`config.mk`:
```
export PLATFORM = sky130hd
export DESIGN_NAME = dmpv_ctrl
export DESIGN_NICKNAME = d
export VERILOG_FILES = /design/src/sv/dmpv_pkg.sv /design/src/sv/dmpv_ctrl.sv
export VERILOG_INCLUDE_DIRS = /design/src /design/src/sv
export SDC_FILE = /design/constraint.sdc
export NUM_CORES = 1
export LEC_CHECK = 0
export BUFFER_PORTS_ARGS = -buffer_cell sky130_fd_sc_hd__buf_2
export CORE_AREA = 2 2 39 41
export DETAILED_ROUTE_END_ITERATION = 8
export DIE_AREA = 0 0 41 43
export HOLD_SLACK_MARGIN = 0.08
export SYNTH_ARGS = -nofsm -noshare
export SYNTH_HDL_FRONTEND = slang
export SYNTH_SLANG_ARGS = --single-unit
```
`constraint.sdc`:
```
create_clock -name clk -period 3 [get_ports clk]
set_input_delay 0.9 -clock clk [delete_from_list [all_inputs] [get_ports clk]]
set_output_delay 0.9 -clock clk [all_outputs]
set_load 0.02 [all_outputs]
```
`src/sv/dual_motor_pi_velocity_control_assert.svh`:
```
// Assertion macros used by the velocity controller sequencer.
`ifndef DUAL_MOTOR_PI_VELOCITY_CONTROL_ASSERT_SVH
`define DUAL_MOTOR_PI_VELOCITY_CONTROL_ASSERT_SVH

// Same-cycle implication, checked out of reset.
`define DMPV_ASSERT_NOW(lbl, clk, rst_n, ante, cons, msg) \
  lbl: assert property (@(posedge clk) disable iff (!rst_n) (ante) |-> (cons)) \
    else $error(msg);

// Next-cycle implication, checked out of reset.
`define DMPV_ASSERT_NEXT(lbl, clk, rst_n, ante, cons, msg) \
  lbl: assert property (@(posedge clk) disable iff (!rst_n) (ante) |=> (cons)) \
    else $error(msg);

`endif

```
`src/sv/dmpv_pkg.sv`:
```
package dmpv_pkg;

  // Configuration register indexes
  localparam logic [2:0] REG_KP_RIGHT       = 3'd0;
  localparam logic [2:0] REG_KI_RIGHT       = 3'd1;
  localparam logic [2:0] REG_KP_LEFT        = 3'd2;
  localparam logic [2:0] REG_KI_LEFT        = 3'd3;
  localparam logic [2:0] REG_SAMPLE_PERIOD  = 3'd4;
  localparam logic [2:0] REG_VELOCITY_LIMIT = 3'd5;

  localparam int CFG_IDX_W  = 3;
  localparam int CFG_DATA_W = 24;

  // Opcodes
  localparam logic [1:0] OP_RIGHT = 2'd0;
  localparam logic [1:0] OP_LEFT  = 2'd1;
  localparam logic [1:0] OP_STOP  = 2'd2;

  // Reset values of the configuration registers
  localparam logic [15:0] SAMPLE_PERIOD_RST  = 16'd655;
  localparam logic [14:0] VELOCITY_LIMIT_RST = 15'd1679;

  typedef enum logic [3:0] {
    ST_IDLE,
    ST_ERR,
    ST_MUL_STEP,
    ST_INTEG,
    ST_MUL_I,
    ST_ITERM,
    ST_MUL_P,
    ST_CMD,
    ST_OUT
  } dmpv_state_t;

  typedef enum logic [1:0] {
    MUL_STEP,
    MUL_ITERM,
    MUL_PTERM
  } dmpv_mul_sel_t;

  typedef struct packed {
    logic          ld_in;
    logic          ld_err;
    logic          mul_en;
    dmpv_mul_sel_t mul_sel;
    logic          ld_integ;
    logic          ld_iterm;
    logic          ld_cmd;
    logic          ld_out;
  } dmpv_cmd_t;

  typedef struct packed {
    logic is_stop;
  } dmpv_sts_t;

endpackage

```
`src/sv/dmpv_ctrl.sv`:
```
module dmpv_ctrl (
  input  logic               clk,
  input  logic               rst_n,
  input  logic               in_valid,
  output logic               in_stall,
  output logic               out_valid,
  input  logic               out_stall,
  input  dmpv_pkg::dmpv_sts_t sts,
  output dmpv_pkg::dmpv_cmd_t cmd
);
  import dmpv_pkg::*;

  dmpv_state_t state_r, state_nxt;
  logic        out_valid_r, out_valid_nxt;
  logic        out_busy;
  logic        in_acc;

  assign out_busy = out_valid_r && out_stall;
  assign in_stall = (state_r != ST_IDLE);
  assign in_acc   = in_valid && !in_stall;
  assign out_valid = out_valid_r;

  // Next state
  always_comb begin
    state_nxt = state_r;
    case (state_r)
      ST_IDLE:     if (in_acc) state_nxt = ST_ERR;
      ST_ERR:      state_nxt = sts.is_stop ? ST_OUT : ST_MUL_STEP;
      ST_MUL_STEP: state_nxt = ST_INTEG;
      ST_INTEG:    state_nxt = ST_MUL_I;
      ST_MUL_I:    state_nxt = ST_ITERM;
      ST_ITERM:    state_nxt = ST_MUL_P;
      ST_MUL_P:    state_nxt = ST_CMD;
      ST_CMD:      state_nxt = ST_OUT;
      ST_OUT:      if (!out_busy) state_nxt = ST_IDLE;
      default:     state_nxt = ST_IDLE;
    endcase
  end

  // Datapath commands
  always_comb begin
    cmd = '0;
    cmd.mul_sel = MUL_STEP;
    case (state_r)
      ST_IDLE:     cmd.ld_in = in_acc;
      ST_ERR:      cmd.ld_err = 1'b1;
      ST_MUL_STEP: begin
        cmd.mul_en  = 1'b1;
        cmd.mul_sel = MUL_STEP;
      end
      ST_INTEG:    cmd.ld_integ = 1'b1;
      ST_MUL_I:    begin
        cmd.mul_en  = 1'b1;
        cmd.mul_sel = MUL_ITERM;
      end
      ST_ITERM:    cmd.ld_iterm = 1'b1;
      ST_MUL_P:    begin
        cmd.mul_en  = 1'b1;
        cmd.mul_sel = MUL_PTERM;
      end
      ST_CMD:      cmd.ld_cmd = 1'b1;
      ST_OUT:      cmd.ld_out = !out_busy;
      default:     cmd = '0;
    endcase
  end

  assign out_valid_nxt = cmd.ld_out || out_busy;

  always_ff @(posedge clk) begin
    if (!rst_n) begin
      state_r     <= ST_IDLE;
      out_valid_r <= 1'b0;
    end else begin
      state_r     <= state_nxt;
      out_valid_r <= out_valid_nxt;
    end
  end

`include "dual_motor_pi_velocity_control_assert.svh"

  `DMPV_ASSERT_NEXT(a_accept_starts, clk, rst_n, in_acc, state_r == ST_ERR, "accept did not start work")
  `DMPV_ASSERT_NOW(a_valid_from_out, clk, rst_n, $rose(out_valid_r), $past(state_r) == ST_OUT, "result shown outside output step")
  `DMPV_ASSERT_NEXT(a_hold_on_stall, clk, rst_n, state_r == ST_OUT && out_busy, state_r == ST_OUT, "finished result overwrote a held beat")
  `DMPV_ASSERT_NEXT(a_stop_skips, clk, rst_n, state_r == ST_ERR && sts.is_stop, state_r == ST_OUT, "stop ran the channel update")

endmodule

```
==> reports/metrics.cfg <==
[detailed_routing]
wl_per_cell_um=8.97
routed_wl_um=673
ant_nets=0
vias=335
post-route-drc-count=0
via_per_inst=4.47
drt-initial-drc-count=4
drt_first_pass_iters=3

[timing]
setup_slack_ns=0.786
fin_crit_ns=2.21
rsz0062_at_grt=no
worstMarginPinSlew_ns=0.340
setup_tns_ns=0
timing_max_transition_violations_final=0
slew_headroom_pct=77.3
fin_skew_ns=0.00334
clock.fmax_mhz=452
finalHoldViolCount=0
fin_crit_sh_pct=73.8
setup_viol=0

[final_layout]
finalNetCount=65
mostFrequentLayoutCell=buf_2
layout_common_cells=15 x buf_2, 7 x nand2_1, 7 x nor2_1
syn_to_final_growth_pct=32.1
diodes=0
drive_gt1_share_pct=37.3

[yosys]
synthXorXnorAreaFrac_pct=2.85
synth_area_per_cell_um2=7.33
synth_compound_area_share_pct=16.7
yosys.area_share.simple_pct=38.2
synth_mux_area_share_pct=0
synthAdderAreaFrac_pct=0
ys_seq_elements=5
yosysWarnings=0
ys_seq_area_share_pct=32.5
synth_nets=47
netlist_instances=42
yosysUniqueCellTypes=16
netlist_area_um2=308
synth_top_family_by_area=simple AND/OR/NAND/NOR gates

[worst_setup_path]
critPathTopFamily=flip-flops
r2r_slack_ns=1.96
end_kind=primary output
cp_cell_sequence=nor2_1 > nand3_1 > a21oi_1 > buf_2
critPathMaxStageDelay_ns=0.40
timing.rr.start=state_r[1]$_SDFFE_PN0P_
path_buf_inv=1
cp-endpoint=cmd[0]
critPathRequiredTime_ns=2.10
start_kind=flip-flop
cp.depth=4
worstSetupPathType=reg -> out
r2r_end=state_r[3]$_SDFFE_PN0P_
reg2reg_depth=3
slowest_stage=dfxtp_1
cp_data_arrival_time_ns=1.31
setup.worst_path.start=state_r[1]$_SDFFE_PN0P_
crit_path_max_fanout=11

[clocking]
clk_pin_slew_ns=0.04
clock_path_buffers=2
cts_made_buffers=3
cts_setup_buffers=0
htree_num_levels=1
cts_tree=yes
cts.repair.resized=0
clk_latency_ns=0.24
clkSinkCount=5
ctsHoldBuffers=0
root_buffer=clkbuf_4

[floorplanning]
die_area_um2=1760
rows=14
ioPinCount=16
core_um2=1380
die_x_um=41
initial_core_util_pct=22.2
die_h_um=43

[placement]
pre_cts_ws_ns=0.813
port_buffers=15
dpl.hpwl_um=533
gp_congestion=0.768

[power]
irDropWorstVdd_mv=0.198
p_per_area_nw_per_um2=468
power_leakage_uw=0.000190

[grt]
grt-ovfl-total=0
antenna_found_initial=0
grt_pass1_wl_um=1130
grt_max_degree=12
grt_pass1_vias=289
grt_usage_pct=9.75

[job]
maxCapViolCount=0

[status]
status=finished clean

[min_path]
hold_path_class=reg -> reg

-- layout make-up --
type	count	area (um^2)
fillers	154	977
multi-input cells	33	178
flip-flops and latches	5	100
repair buffers	15	75.1
clock buffers	4	26.3
well taps	16	20.0
inverters	2	7.51
-- sequential cells by signal (all words and copies together) (netlist names) --
register / flops
out_valid: 1
state_r: 4
-- kinds of logic after synthesis --
logic type | after synthesis
and+or+nand+nor | 26
AOI/OAI and AO/OA | 6
DFF | 5
buffers and inverters | 4
xor gates and xnor gates | 1
-- power by group --
group	internal, uW	switching [uW]	total [uW]
clock network	50.2	26.2	76.3
registers	69.9	6.38	76.3
logic	14.3	23.3	37.6
total	134	55.8	190
-- synthesized netlist by cell type --
cell | count | area, um^2
nand2_1 | 7 | 26.3
nor2_1 | 7 | 26.3
nor3_1 | 6 | 30.0
dfxtp_1 | 5 | 100
a21oi_1 | 2 | 10.0
buf_6 | 2 | 22.5
inv_2 | 2 | 7.51
nand2b_1 | 2 | 12.5
nand3_1 | 2 | 10.0
a211o_1 | 1 | 8.76
a21boi_1 | 1 | 7.51
a21oi_2 | 1 | 8.76
and2_1 | 1 | 6.26
and3_1 | 1 | 6.26
o32ai_2 | 1 | 16.3
xnor2_1 | 1 | 8.76
-- per-layer routing --
metal	up-vias	wire (um)	GRT usage, %
met5	-	0	0
met3	2	60	3.14
li1	179	-	-
met2	13	267	13.4
met1	141	340	12.6
met4	0	5	6.00
-- tightest hold or removal path, stage by stage, from the launching register on --
cell	delay (ns)
dfxtp_1	0.32
nand2_1	0.07
a21boi_1	0.05
-- stage by stage --
stage	cell area [um^2]	utilization [%]	hold WS [ns]	cells	total power, uW
after floorplan	308	-	0.529	42	105
after global placement	380	27.5	0.484	71	115
after detailed placement	380	27.5	0.490	71	115
after CTS	407	29.4	0.499	75	194
after global routing	407	29.4	0.531	75	203
final	407	29.4	0.493	75	190
-- worst min-delay path by stage --
stage	start	end	slack, ns	cells after the start
floorplan	state_r[0]$_SDFFE_PN0P_	state_r[0]$_SDFFE_PN0P_	0.53	1
global placement	out_valid$_SDFF_PN0_	out_valid$_SDFF_PN0_	0.48	2
detailed placement	out_valid$_SDFF_PN0_	out_valid$_SDFF_PN0_	0.49	2
CTS	out_valid$_SDFF_PN0_	out_valid$_SDFF_PN0_	0.50	2
global route	out_valid$_SDFF_PN0_	out_valid$_SDFF_PN0_	0.53	2
finish	out_valid$_SDFF_PN0_	out_valid$_SDFF_PN0_	0.49	2
(Power assumes the default switching activity.)
